$ cat src/rtl/tsd_pkg.sv
// Package with the phase type, status codes and result record of the TLV stream deframer.
package tsd_pkg;

    typedef enum logic [2:0] {
        PH_TYPE   = 3'd0,
        PH_LEN    = 3'd1,
        PH_EXT_HI = 3'd2,
        PH_EXT_LO = 3'd3,
        PH_VALUE  = 3'd4
    } phase_t;

    typedef enum logic [1:0] {
        ST_VALUE_BYTE  = 2'd0,
        ST_EMPTY       = 2'd1,
        ST_TRUNC_HDR   = 2'd2,
        ST_TRUNC_VALUE = 2'd3
    } status_t;

    localparam logic [7:0] EXT_MARK = 8'hFF;

    typedef struct packed {
        logic        valid;
        status_t     status;
        logic        carries_byte;
        logic [7:0]  record_type;
        logic [15:0] record_length;
        logic        extended_format;
        logic [7:0]  value_byte;
        logic [15:0] byte_offset;
        logic        last_of_record;
    } result_t;

endpackage

$ cat src/rtl/tlv_stream_deframer_unit.sv
// Top level of the TLV stream deframer with its input and result registers.
// The input stream carries one buffer byte per transaction in s_tdata, with s_tlast
// set on the buffer's final byte. Each record is a type byte, a length byte and,
// when the length byte is 0xFF, a 16-bit big-endian extended length.
// The result stream gives one transaction per value byte, one for an empty record
// and one for a buffer that ends in a header; other header bytes give none, and a
// value cut short is marked on its last byte. m_tuser holds the status and a flag
// that says whether the value byte is present; m_tlast marks the final transaction
// of a record. An accepted byte passes through the input register and then the
// result register, with the parser between them; the parser handles one byte per
// cycle, so a transaction can be accepted in every cycle while the result side
// keeps up.
// Reset empties both registers and returns the parser to expecting a type byte.
// When the receiver stalls, the held result stays put, one further byte waits in
// the input register, and s_tready then drops until the result is taken.
module tlv_stream_deframer_unit (
    input  logic        aclk,
    input  logic        aresetn,
    input  logic        s_tvalid,
    output logic        s_tready,
    input  logic [7:0]  s_tdata,   // data_byte [7:0]
    input  logic        s_tlast,
    output logic        m_tvalid,
    input  logic        m_tready,
    output logic [55:0] m_tdata,   // record_type [7:0], record_length [23:8],
                                   // extended_format [24], value_byte [32:25],
                                   // byte_offset [48:33], zero fill [55:49]
    output logic [2:0]  m_tuser,   // status [1:0], carries_byte [2]
    output logic        m_tlast
);

    logic        in_valid_reg, in_valid_next;
    logic [7:0]  in_byte_reg;
    logic        in_eob_reg;
    logic        out_valid_reg, out_valid_next;
    tsd_pkg::result_t out_reg;
    tsd_pkg::result_t result;
    logic        advance;
    logic        fire;
    logic        s_accept;

    assign advance  = !out_valid_reg || m_tready;
    assign fire     = in_valid_reg && advance;
    assign s_tready = !in_valid_reg || advance;
    assign s_accept = s_tvalid && s_tready;

    tsd_parser u_parser (
        .aclk          (aclk),
        .aresetn       (aresetn),
        .step          (fire),
        .data_byte     (in_byte_reg),
        .end_of_buffer (in_eob_reg),
        .result        (result)
    );

    always_comb begin
        in_valid_next = in_valid_reg;
        if (s_accept) begin
            in_valid_next = 1'b1;
        end else if (fire) begin
            in_valid_next = 1'b0;
        end
        out_valid_next = out_valid_reg;
        if (advance) begin
            out_valid_next = result.valid;
        end
    end

    always_ff @(posedge aclk) begin
        if (!aresetn) begin
            in_valid_reg  <= 1'b0;
            out_valid_reg <= 1'b0;
        end else begin
            in_valid_reg  <= in_valid_next;
            out_valid_reg <= out_valid_next;
        end
    end

    always_ff @(posedge aclk) begin
        if (s_accept) begin
            in_byte_reg <= s_tdata;
            in_eob_reg  <= s_tlast;
        end
        if (advance && result.valid) begin
            out_reg <= result;
        end
    end

    assign m_tvalid = out_valid_reg;
    assign m_tdata  = {7'd0, out_reg.byte_offset, out_reg.value_byte,
                       out_reg.extended_format, out_reg.record_length, out_reg.record_type};
    assign m_tuser  = {out_reg.carries_byte, out_reg.status};
    assign m_tlast  = out_reg.last_of_record;

    a_value_has_byte: assert property (@(posedge aclk) disable iff (!aresetn)
        (m_tvalid && m_tuser[1:0] == tsd_pkg::ST_VALUE_BYTE) |-> m_tuser[2])
        else $error("value byte result without a value byte");

    a_empty_shape: assert property (@(posedge aclk) disable iff (!aresetn)
        (m_tvalid && m_tuser[1:0] == tsd_pkg::ST_EMPTY) |->
        (m_tlast && !m_tuser[2] && m_tdata[23:8] == 16'd0))
        else $error("malformed empty record result");

    a_trunc_last: assert property (@(posedge aclk) disable iff (!aresetn)
        (m_tvalid && (m_tuser[1:0] == tsd_pkg::ST_TRUNC_HDR ||
                      m_tuser[1:0] == tsd_pkg::ST_TRUNC_VALUE)) |-> m_tlast)
        else $error("truncation result not marked last");

    a_offset_in_range: assert property (@(posedge aclk) disable iff (!aresetn)
        (m_tvalid && m_tuser[2]) |-> (m_tdata[48:33] < m_tdata[23:8]))
        else $error("value byte offset beyond declared length");

    a_hold_input: assert property (@(posedge aclk) disable iff (!aresetn)
        !s_tready |-> (in_valid_reg && out_valid_reg))
        else $error("input stalled without a pending transaction");

endmodule

$ cat src/rtl/tsd_parser.sv
// Record parser of the TLV stream deframer: header state machine and value byte tagging.
module tsd_parser (
    input  logic              aclk,
    input  logic              aresetn,
    input  logic              step,
    input  logic [7:0]        data_byte,
    input  logic              end_of_buffer,
    output tsd_pkg::result_t  result
);

    tsd_pkg::phase_t phase_reg, phase_next;
    logic [7:0]  held_type_reg, held_type_next;
    logic [15:0] held_length_reg, held_length_next;
    logic [15:0] bytes_left_reg, bytes_left_next;
    logic        is_extended_reg, is_extended_next;

    logic [15:0] len_done;
    logic [15:0] left_dec;

    always_comb begin
        case (phase_reg)
            tsd_pkg::PH_LEN: len_done = {8'h00, data_byte};
            default:         len_done = {held_length_reg[15:8], data_byte};
        endcase
    end

    assign left_dec = bytes_left_reg - 16'd1;

    // Next state.
    always_comb begin
        phase_next       = phase_reg;
        held_type_next   = held_type_reg;
        held_length_next = held_length_reg;
        bytes_left_next  = bytes_left_reg;
        is_extended_next = is_extended_reg;
        if (step) begin
            case (phase_reg)
                tsd_pkg::PH_LEN: begin
                    if (data_byte == tsd_pkg::EXT_MARK) begin
                        is_extended_next = 1'b1;
                        held_length_next = 16'd0;
                        phase_next = end_of_buffer ? tsd_pkg::PH_TYPE : tsd_pkg::PH_EXT_HI;
                    end else begin
                        is_extended_next = 1'b0;
                        held_length_next = len_done;
                        bytes_left_next  = len_done;
                        phase_next = (len_done == 16'd0 || end_of_buffer) ?
                                     tsd_pkg::PH_TYPE : tsd_pkg::PH_VALUE;
                    end
                end
                tsd_pkg::PH_EXT_HI: begin
                    held_length_next = {data_byte, 8'h00};
                    phase_next = end_of_buffer ? tsd_pkg::PH_TYPE : tsd_pkg::PH_EXT_LO;
                end
                tsd_pkg::PH_EXT_LO: begin
                    held_length_next = len_done;
                    bytes_left_next  = len_done;
                    phase_next = (len_done == 16'd0 || end_of_buffer) ?
                                 tsd_pkg::PH_TYPE : tsd_pkg::PH_VALUE;
                end
                tsd_pkg::PH_VALUE: begin
                    if (left_dec == 16'd0 || end_of_buffer) begin
                        bytes_left_next = 16'd0;
                        phase_next = tsd_pkg::PH_TYPE;
                    end else begin
                        bytes_left_next = left_dec;
                    end
                end
                default: begin
                    held_type_next   = data_byte;
                    held_length_next = 16'd0;
                    bytes_left_next  = 16'd0;
                    is_extended_next = 1'b0;
                    phase_next = end_of_buffer ? tsd_pkg::PH_TYPE : tsd_pkg::PH_LEN;
                end
            endcase
        end
    end

    // Result of the current byte.
    always_comb begin
        result                 = '0;
        result.record_type     = held_type_reg;
        result.extended_format = is_extended_reg;
        result.status          = tsd_pkg::ST_VALUE_BYTE;
        case (phase_reg)
            tsd_pkg::PH_LEN: begin
                if (data_byte == tsd_pkg::EXT_MARK) begin
                    result.extended_format = 1'b1;
                    result.valid          = end_of_buffer;
                    result.status         = tsd_pkg::ST_TRUNC_HDR;
                    result.last_of_record = 1'b1;
                end else begin
                    result.extended_format = 1'b0;
                    result.valid          = (len_done == 16'd0) || end_of_buffer;
                    result.status         = (len_done == 16'd0) ? tsd_pkg::ST_EMPTY
                                                                : tsd_pkg::ST_TRUNC_VALUE;
                    result.record_length  = len_done;
                    result.last_of_record = 1'b1;
                end
            end
            tsd_pkg::PH_EXT_HI: begin
                result.valid          = end_of_buffer;
                result.status         = tsd_pkg::ST_TRUNC_HDR;
                result.last_of_record = 1'b1;
            end
            tsd_pkg::PH_EXT_LO: begin
                result.valid          = (len_done == 16'd0) || end_of_buffer;
                result.status         = (len_done == 16'd0) ? tsd_pkg::ST_EMPTY
                                                            : tsd_pkg::ST_TRUNC_VALUE;
                result.record_length  = len_done;
                result.last_of_record = 1'b1;
            end
            tsd_pkg::PH_VALUE: begin
                result.valid          = 1'b1;
                result.carries_byte   = 1'b1;
                result.record_length  = held_length_reg;
                result.value_byte     = data_byte;
                result.byte_offset    = held_length_reg - bytes_left_reg;
                result.last_of_record = (left_dec == 16'd0) || end_of_buffer;
                result.status         = (left_dec != 16'd0 && end_of_buffer) ?
                                        tsd_pkg::ST_TRUNC_VALUE : tsd_pkg::ST_VALUE_BYTE;
            end
            default: begin
                result.record_type    = data_byte;
                result.extended_format = 1'b0;
                result.valid          = end_of_buffer;
                result.status         = tsd_pkg::ST_TRUNC_HDR;
                result.last_of_record = 1'b1;
            end
        endcase
        if (!step) begin
            result.valid = 1'b0;
        end
    end

    always_ff @(posedge aclk) begin
        if (!aresetn) begin
            phase_reg       <= tsd_pkg::PH_TYPE;
            held_type_reg   <= 8'd0;
            held_length_reg <= 16'd0;
            bytes_left_reg  <= 16'd0;
            is_extended_reg <= 1'b0;
        end else begin
            phase_reg       <= phase_next;
            held_type_reg   <= held_type_next;
            held_length_reg <= held_length_next;
            bytes_left_reg  <= bytes_left_next;
            is_extended_reg <= is_extended_next;
        end
    end

endmodule
$ cat config.mk
export PLATFORM = sky130hd
export DESIGN_NAME = tlv_stream_deframer_unit
export DESIGN_NICKNAME = d
export VERILOG_FILES = /design/src/rtl/tsd_pkg.sv /design/src/rtl/tlv_stream_deframer_unit.sv /design/src/rtl/tsd_parser.sv
export SDC_FILE = /design/constraint.sdc
export NUM_CORES = 1
export LEC_CHECK = 0
export BUFFER_PORTS_ARGS = -buffer_cell sky130_fd_sc_hd__clkbuf_2
export CORE_MARGIN = 2
export CORE_UTILIZATION = 42
export DETAILED_ROUTE_END_ITERATION = 16
export PLACE_DENSITY = 0.62
export REMOVE_ABC_BUFFERS = 1
export SETUP_SLACK_MARGIN = 0.5
export SYNTH_ARGS = -nofsm -noshare
export SYNTH_HDL_FRONTEND = slang
export SYNTH_SLANG_ARGS = --single-unit
$ cat constraint.sdc
create_clock -name aclk -period 4.2 [get_ports aclk]
set_input_delay 0.42 -clock aclk [delete_from_list [all_inputs] [get_ports aclk]]
set_output_delay 0.42 -clock aclk [all_outputs]
set_load 0.02 [all_outputs]
Word-level counts from Yosys, hierarchy flattened
Cells that the tools add are included.
Widths: inputs -> output; s select.
{ "totals": {"ff_bits": 108, "latchBits": 0, "ram_bits": 0, "romBits": 0, "in_bits": 13, "output_inout_bits": 62, "word_cells": 72, "memories": 0} }
{ "op_classes": {"add_sub_neg": 2, "n_mul": 0, "div": 0, "order_cmp": 0, "eq_ne": 7, "n_shift": 0, "muxes": 25, "bitwise_logic": 2, "n_reduce_logical": 19} }
{ "ops": {"columns": ["op", "n"], "rows": [
  ["$pmux 16 s4", 2],
  ["$mux 16", 4],
  ["$pmux 16 s3", 1],
  ["$logic_not 16->1", 2],
  ["$reduce_bool 16->1", 1],
  ["$sub 16x1->16 const B", 1],
  ["$sub 16x16->16", 1],
  ["$mux 3", 4],
  ["$pmux 3 s4", 1],
  ["$pmux 3 s3", 1],
  ["$eq 8x8->1 const B", 1],
  ["$mux 2", 4],
  ["$mux 8", 1],
  ["$eq 3x2->1 const B", 2],
  ["$mux 1", 6],
  ["$logic_and 1x1->1", 4],
  ["$logic_or 1x1->1", 4],
  ["$reduce_and 2->1", 2],
  ["$reduce_or 4->1", 1],
  ["$eq 3x1->1 const B", 1],
  ["$eq 3x3->1 const B", 1],
  ["$reduce_and 3->1", 1],
  ["$reduce_or 3->1", 1],
  ["$logic_not 1->1", 2],
  ["5 further kinds", 6]
]} }

Depth between registers and ports, before layout
Gate-level depths: netlist (run 1).
{ "depth": {"ltp_word": 8, "depth_mapped": 11, "mapped_depth_nobuf": 10} }

Hierarchy
From an unflattened synthesis (run 1), not the netlist that was laid out.
{ "unflattened": {"hier_cells": 534, "area_unflattened_um2": 5454.0} }
{ "by_module_without_submodules": {"columns": ["module", "instances", "cells_each", "area_per_inst_um2", "seq_area_each_um2"], "rows": [
  ["tsd_parser", 1, 454, 3435.8, 880.8],
  ["tlv_stream_deframer_unit", 1, 80, 2018.2, 1901.8]
]} }

Worst setup path after synthesis (run 1)
No wires, ideal clock.
{ "synth_path": {"path_kind": "reg2reg", "from": "register u_parser.phase_reg[1]", "to": "register out_reg (netlist bit m_tdata[0]) (enable)", "setup_time_ps": 415, "arrival_ps": 2469, "t_required_ps": 3785, "path_slack_ps": 1316, "path_stages_with_launch": 8, "path_buffers": 1, "period_less_slack_ps": 2884, "cell_sequence": "dfxtp_1 > buf_2 > nor2_1 > nand2_1 > clkinv_1 > nor2_1 > nor2_1 > o21a_1"} }
{ "synth_between": {"elab_chain_len": 8, "elab_cells_between_ends": 10, "cone_classes": "eq/ne (3); mux (4); reduce/logical (3)"} }
{ "synth_rtl": {"columns": ["element", "line", "rtl"], "rows": [
  ["start, declared", "tsd_parser.sv:11", "tsd_pkg::phase_t phase_reg, phase_next;"],
  ["start signal, assigned", "tsd_parser.sv:139", "phase_reg <= tsd_pkg::PH_TYPE;"],
  ["start signal, assigned", "tsd_parser.sv:145", "phase_reg <= phase_next;"],
  ["$eq 3x1->1", "tsd_parser.sv:21, tsd_parser.sv:86", null],
  ["$mux 16", "tsd_parser.sv:21", "case (phase_reg)"],
  ["$logic_not 16->1", "tsd_parser.sv:95, tsd_parser.sv:108", null],
  ["$logic_or 1x1->1", "tsd_parser.sv:95, tsd_parser.sv:108", null],
  ["$mux 3", "tsd_parser.sv:88", "if (data_byte == tsd_pkg::EXT_MARK) begin"],
  ["$pmux 3 s3 *", "tsd_parser.sv:86", "case (phase_reg)"],
  ["$mux 1 *", "tsd_parser.sv:132", "if (!step) begin"],
  ["$logic_and 1x1->1 *", "tlv_stream_deframer_unit.sv:84", "if (advance && result.valid) begin"],
  ["end signal, assigned", "tlv_stream_deframer_unit.sv:85", "out_reg <= result;"],
  ["end, declared", "tlv_stream_deframer_unit.sv:36", "tsd_pkg::result_t out_reg;"]
]} }
Mark *: on every way between the ends. The rest lies on a longest branch, timed or not.
A chain may end at the register's enable or synchronous reset.

Worst setup path after layout (run 1)
{ "layout_path": {"from": "register u_parser.phase_reg[1]", "to": "register out_reg (netlist bit m_tdata[47]) (enable)"} }
Same word-level chain as after synthesis.

==> results of run 1 <==
==> report_power, final <==
| part | leakage, nW | internal [mW] | total (mW) | switching (mW) |
|---|---|---|---|---|
| Sequential | 0.957 | 1.16 | 1.19 | 0.0340 |
| Clock | 0.152 | 0.485 | 0.883 | 0.398 |
| Combinational | 1.31 | 0.114 | 0.314 | 0.200 |
==> critical path, stage by stage, from the launching register on <==
cell	delay, ns
dfxtp_1	0.41
nor2_1	0.49
nand2_1	0.10
buf_4	0.24
clkinv_1	0.38
nor2_1	0.10
nor2_1	0.12
o21a_2	0.56
buf_4	0.38
==> synth_stat cells (all sizes together), types with 8 or more instances <==
master	n	area share
edfxtp	62	0.34
a22o	8	0.013
inv	21	0.015
nor2b	9	0.010
nor2	59	0.041
mux2	8	0.017
and2	9	0.010
ha	17	0.039
nand2	34	0.024
a22oi	11	0.015
nand2b	8	0.011
o21ai	27	0.025
a21oi	30	0.030
mux2i	10	0.018
and3	12	0.014
a211oi	10	0.015
nand3	14	0.013
nor3	14	0.013
xnor2	11	0.018
or3	8	0.0092
clkbuf	19	0.013
dfxtp	46	0.17
buf	16	0.017
==> through the flow <==
step	total power, mW	hold slack (ns)	util
CTS	2.40	0.235	0.491
global route	2.47	0.229	0.491
finish	2.39	0.242	0.491
floorplan	1.43	0.436	-
detailed placement	1.52	0.455	0.466
global placement	1.52	0.449	0.466
==> routing by layer <==
metal  share of wire  track usage  wire length [um]  vias up
met4           0.018       0.0708               247        2
met1            0.46        0.290              6340     2044
li1                -            -                 -     2065
met2            0.45        0.304              6220      197
met3           0.077       0.0388              1070       21
met5         0.00094            0                13        -
==> cells by family (layout without fill, tap and decap cells) <==
kind of cell               count (synthesis)  after routing
buffers and inverters                     57            110
muxes                                     18             18
and+or+nand+nor                          192            192
adders and majority gates                 18             18
DFF                                      108            108
other                                      1              7
xor gates and xnor gates                  15             15
AOI/OAI and AO/OA                        128            128
==> worst max path at each step <==
stage	start	end	slack, ns
after floorplan	u_parser.phase_reg[1]	m_tdata[0]	0.92
after global placement	u_parser.bytes_left_reg[1]	m_tuser[1]	1.12
after detailed placement	u_parser.phase_reg[1]	m_tdata[39]	1.07
after CTS	u_parser.phase_reg[1]	m_tdata[40]	1.07
after global routing	u_parser.phase_reg[1]	m_tdata[42]	0.75
final	u_parser.phase_reg[1]	m_tdata[47]	1.04
==> cell type report <==
class,instances,area (sq um),area share
clock buffers,10,239,0.0386
clock inverters,6,71.3,0.0115
inverters,22,82.6,0.0133
multi-input cells,378,2430,0.392
flip-flops and latches,108,2780,0.449
well taps,172,215,0.0348
repair buffers,72,373,0.0602
==> impl_results.md, run 1 <==
- Vias in the first global route: about 4000
- Die ar.: ~14000 sq um
- Via count: around 4300
- Clk root buf: clkbuf_16
- Power Dens Cells: approximately 390 nW/um^2
- Synth cell types: 63
- Clock latency on the worst-skew pair: around 0.35 ns
- CTS sink count: about 110
- Synth Area in Adders: 0.0429
- Hold path depth: 1
- Async set-reset flop share out of synthesis: 0
- Inst Count DP: between 700 and 800
- Hold endpoint: in_byte_reg[0]
- Clock tree buffer depth: 2
- Unrepaired setup endpoints after global routing: false
- FF-to-FF End: m_tdata[47]
- Filler instances: between 1000 and 1500
- I/O Pins: between 70 and 80
- Critical path class: flip-flop to flip-flop
- Setup TNS: 0 ns
- Fmax: between 300 and 400 MHz
- Placement Rows: 41
- Final setup margin: roughly 1.0 ns
- Cells after synthesis: 537
- Min cycle time layout: ~3.2 ns
- Compound-gate portion of the synthesized area: 0.162
- Fin area: around 6200 sq um
- Max capacitance violation total: 0
- Final hold vios: 0
- Initial antenna violation count: 1
- Commonest non-fill, non-tap cell in the layout: clkbuf_2
- Setup violators final: 0
- Place WS: 1.07 ns
- Crit share post-route: 0.752
- Crit-path max FO: 27
- Status: finished, final reports clean
- Crit path DAT: around 3.2 ns
- Post-Syn Area: 5430 sq um
- Maximum VDD drop: about 0.16 mV
- CTS clk-pin slew, worst paths: 0.07 ns
- Leakage: around 2.4 nW
- N_diodes: 0
- WP data required: around 4.2 ns
- Routability Congestion: around 0.92
- Worst Hold Class: input pin to flip-flop
- CP Capture Type: flip-flop
- Main combinational cell family by area after synthesis: simple AND/OR/NAND/NOR gates
- Path depth of the worst reg2reg path: 8
- Post-CTS setup buffer count: 0
- Post-Synth Simple-Gate Area: 0.177
- First drt pass iteration count: 5
- Post-Synth XOR/XNOR Area: 0.0242
- Commonest cells after routing, fill and taps aside: 67 x clkbuf_2, 62 x edfxtp_1, 58 x nor2_1
- CP Launch Type: flip-flop
- Worst hold start: s_tdata[0]
- Sequential area share after synthesis: 0.513
- R2r startpoint: u_parser.phase_reg[1]
- Fraction of layout cells with a size suffix above 1: 0.186
- Placed Area: between 5000 and 6000 sq um
- Largest net degree at the start of global routing: 38
- Non-filler cells, final: 768
- Flops & latches, synth: 108
- Post-CTS Resized: 0
- Area of the core: approximately 13000 sq um
- Worst-Margin Slew: ~1.2 ns
- DR WL/cell: 18.1 um
- # DRC: 0
- Cts hold-fix bufs: 0
- Die width: roughly 120 um
- First-pass GRT wire length: ~22 mm
- Top FF cell, synth: edfxtp_1
- Setup Skew: roughly 0.0042 ns
- Dpl hpwl: 9.83 mm
- Starting Density: 0.430
- Fin. max-slew vios: 0
- CTS tree: built
- Input/output buffers: 67
- CTS Buf Count: 9
- Max reg flops: just under 50
- EDFF count, synth: 62
- Post-route ant nets: 0
- GRT Total Usage: 0.202
- YS warnings: 0
- Starting DRC count in detailed routing: between 400 and 500
- H-tree levels: 3
- Total gr overflow: 0
- Nets: slightly above 600
- Die span in y: around 120 um
- R2R setup slack: approximately 1.0 ns
- Slew Limit Headroom: 0.196
- Final WL: between 10 and 15 mm
- Via density: between 5 and 6
- Post-synthesis mux area share: 0.0350
- Area Growth Syn to Fin: 14.1%
- Syn Area/Cell: between 10 and 15 sq um
Power figures use the tool's default switching activity.
==> run 2, diff against run 1 <==
PLACE_DENSITY = 0.65   (was 0.62)
clock period = 2.6 ns   (was 4.2 ns; I/O delays follow)
==> run 2 against run 1 <==
Net effect: sequential share of layout area is 6.7 points lower; power is 72% higher; utilization is 9.0 points higher; clock-buffer cell count is 1 lower; final area is 18% higher; critical endpoint is now u_parser.phase_reg[2].
==> impl_results.md, run 2 (same netlist as run 1, synthesis figures left out) <==
- Register area: 2810 sq um (was 2780 sq um)
- Final hold vios: 0 (unchanged)
- Total gr overflow: 0 (unchanged)
- Initial antenna violation count: 0 (was 1)
- Placed Area: 6200 sq um (was 5880 sq um)
- WHS: 0.0751 ns (was 0.242 ns)
- Dpl hpwl: 10.1 mm (was 9.83 mm)
- Cts hold-fix bufs: 0 (unchanged)
- Setup violators final: 0 (unchanged)
- CP Capture Type: flip-flop (unchanged)
- Crit path DAT: 2.51 ns (was 3.20 ns)
- R2r startpoint: u_parser.bytes_left_reg[0] (was u_parser.phase_reg[1])
- DR WL/cell: 18.1 um (about the same)
- Commonest cells after routing, fill and taps aside: 67 x clkbuf_2, 67 x buf_4, 62 x edfxtp_1 (was 67 x clkbuf_2, 62 x edfxtp_1, 58 x nor2_1)
- CTS clk-pin slew, worst paths: 0.07 ns (about the same)
- I/O Pins: 75 (unchanged)
- CTS Buf Count: 9 (unchanged)
- Critical path class: flip-flop to flip-flop (unchanged)
- Crit share post-route: 0.884 (was 0.752)
- Via density: 5.54 (was 5.64)
- Via count: 4690 (was 4329)
- Fin. max-slew vios: 0 (unchanged)
- Worst Hold Class: input pin to flip-flop (unchanged)
- Status: finished, final reports clean (unchanged)
- N_diodes: 0 (unchanged)
- Unrepaired setup endpoints after global routing: true (was false)
- Post-route ant nets: 0 (unchanged)
- Clock tree buffer depth: 2 (unchanged)
- Starting Density: 0.430 (unchanged)
- Routability Congestion: 0.907 (was 0.918)
- Die span in y: 118 um (unchanged)
- Area of the multi-input gates: 2760 sq um (was 2430 sq um)
- Starting DRC count in detailed routing: 442 (was 405)
- Filler instances: 1076 (was 1203)
- Largest net degree at the start of global routing: 38 (unchanged)
- WP data required: 2.81 ns (was 4.24 ns)
- Hold path depth: 1 (unchanged)
- Fin area: 7330 sq um (was 6190 sq um)
- Clock latency on the worst-skew pair: 0.36 ns (was 0.35 ns)
- Max capacitance violation total: 0 (unchanged)
- # DRC: 0 (unchanged)
- First-pass GRT wire length: 24.1 mm (was 21.9 mm)
- Clk root buf: clkbuf_16 (unchanged)
- First drt pass iteration count: 5 (unchanged)
- Crit-path max FO: 5 (was 27)
- Fraction of layout cells with a size suffix above 1: 0.384 (was 0.186)
- Placement Rows: 41 (unchanged)
- H-tree levels: 3 (unchanged)
- Nets: 700 (was 622)
- Non-filler cells, final: 846 (was 768)
- Max reg flops: 49 (unchanged)
- Area Growth Syn to Fin: 35.1% (was 14.1%)
- Slew Limit Headroom: 0.533 (was 0.196)
- Area of the core: 12600 sq um (unchanged)
- Die ar.: 13800 sq um (unchanged)
- Fmax: 435 MHz (was 317 MHz)
- Die width: 118 um (unchanged)
- Final WL: 15.3 mm (was 13.9 mm)
- Worst-Margin Slew: 0.700 ns (was 1.21 ns)
- GRT Total Usage: 0.221 (was 0.202)
- CP Launch Type: flip-flop (unchanged)
- FF-to-FF End: u_parser.phase_reg[2] (was m_tdata[47])
- Min cycle time layout: 2.30 ns (was 3.16 ns)
- Path depth of the worst reg2reg path: 9 (was 8)
- Power Dens Cells: 560 nW/um^2 (was 386 nW/um^2)
- Setup Skew: 0.00782 ns (was 0.00417 ns)
- Hold endpoint: in_byte_reg[3] (was in_byte_reg[0])
- CTS sink count: 108 (unchanged)
- Maximum VDD drop: 0.260 mV (was 0.157 mV)
- Inst Count DP: 794 (was 752)
- Input/output buffers: 67 (unchanged)
- CTS tree: built (unchanged)
- Worst hold start: s_tdata[3] (was s_tdata[0])
- R2R setup slack: 0.30 ns (was 1.04 ns)
- Vias in the first global route: 4441 (was 4005)
- Leakage: 2.95 nW (was 2.42 nW)
-- run 2: cell count changes in the layout (fill, tap and decap cells not counted), sizes merged --
cell and delta:
buf +76, inv +3, clkinv -3, clkbuf +1, clkinvlp +1
-- run 2: what timing repair did --
action | CTS | global route
endpoints found under the setup margin | 92 | 80
gates resized for setup | 78 | 32
gates cloned | 5 | 2
pin swaps | 18 | 18
buffers inserted | 19 | 10
-- run 2: layout make-up --
cell class	instances	share of cell area
Multi-Input combinational cell	378	0.377
Clock buffer	9	0.0307
Timing Repair Buffer	150	0.157
Inverter	22	0.0121
Tap cell	172	0.0294
Clock inverter	7	0.0109
Sequential cell	108	0.383
-- run 2: worst max-delay path by stage --
stage	start	to	slack [ns]	depth (start not counted)
2_1_floorplan	u_parser.phase_reg[1]	m_tdata[0]	-0.68	6
3_3_place_gp	u_parser.bytes_left_reg[0]	m_tuser[1]	0.14	8
3_5_place_dp	u_parser.bytes_left_reg[1]	m_tuser[0]	0.04	8
4_1_cts	u_parser.bytes_left_reg[5]	u_parser.bytes_left_reg[1]	0.32	8
5_1_grt	u_parser.bytes_left_reg[5]	u_parser.phase_reg[2]	0.21	8
6_report	u_parser.bytes_left_reg[0]	u_parser.phase_reg[2]	0.30	9
-- run 2: metal layers --
metal  part of all wire  vias up  track usage
li1                   -     2225            -
met1               0.44     2257        0.303
met2               0.47      180        0.346
met3              0.061       28       0.0359
met4              0.030        0       0.0986
met5                  0        -            0
-- run 2: critical path, cell delays in order (launching register included) --
cell	delay [ns]
dfxtp_4	0.37
inv_4	0.06
ha_4	0.14
or4b_4	0.49
or3_4	0.36
a21oi_4	0.17
a21oi_4	0.06
o31ai_4	0.31
buf_4	0.15
a21oi_1	0.05
-- run 2: power by group --
group          switching, mW  leakage [nW]  internal [mW]
Clock                  0.651         0.149          0.763
Combinational          0.425          1.83          0.366
Sequential            0.0353         0.965           1.87
Total                   1.11          2.95           3.00
-- run 2: through the flow --
stage                     TNS [ns]  setup WS (ns)  total power, mW  utilization
final                            0          0.300             4.11        0.581
after global routing             0          0.209             4.27        0.581
after CTS                        0          0.325             4.07        0.560
after detailed placement         0         0.0410             2.53        0.491
after global placement           0          0.138             2.52        0.491
after floorplan             -36.37         -0.677             2.31            -
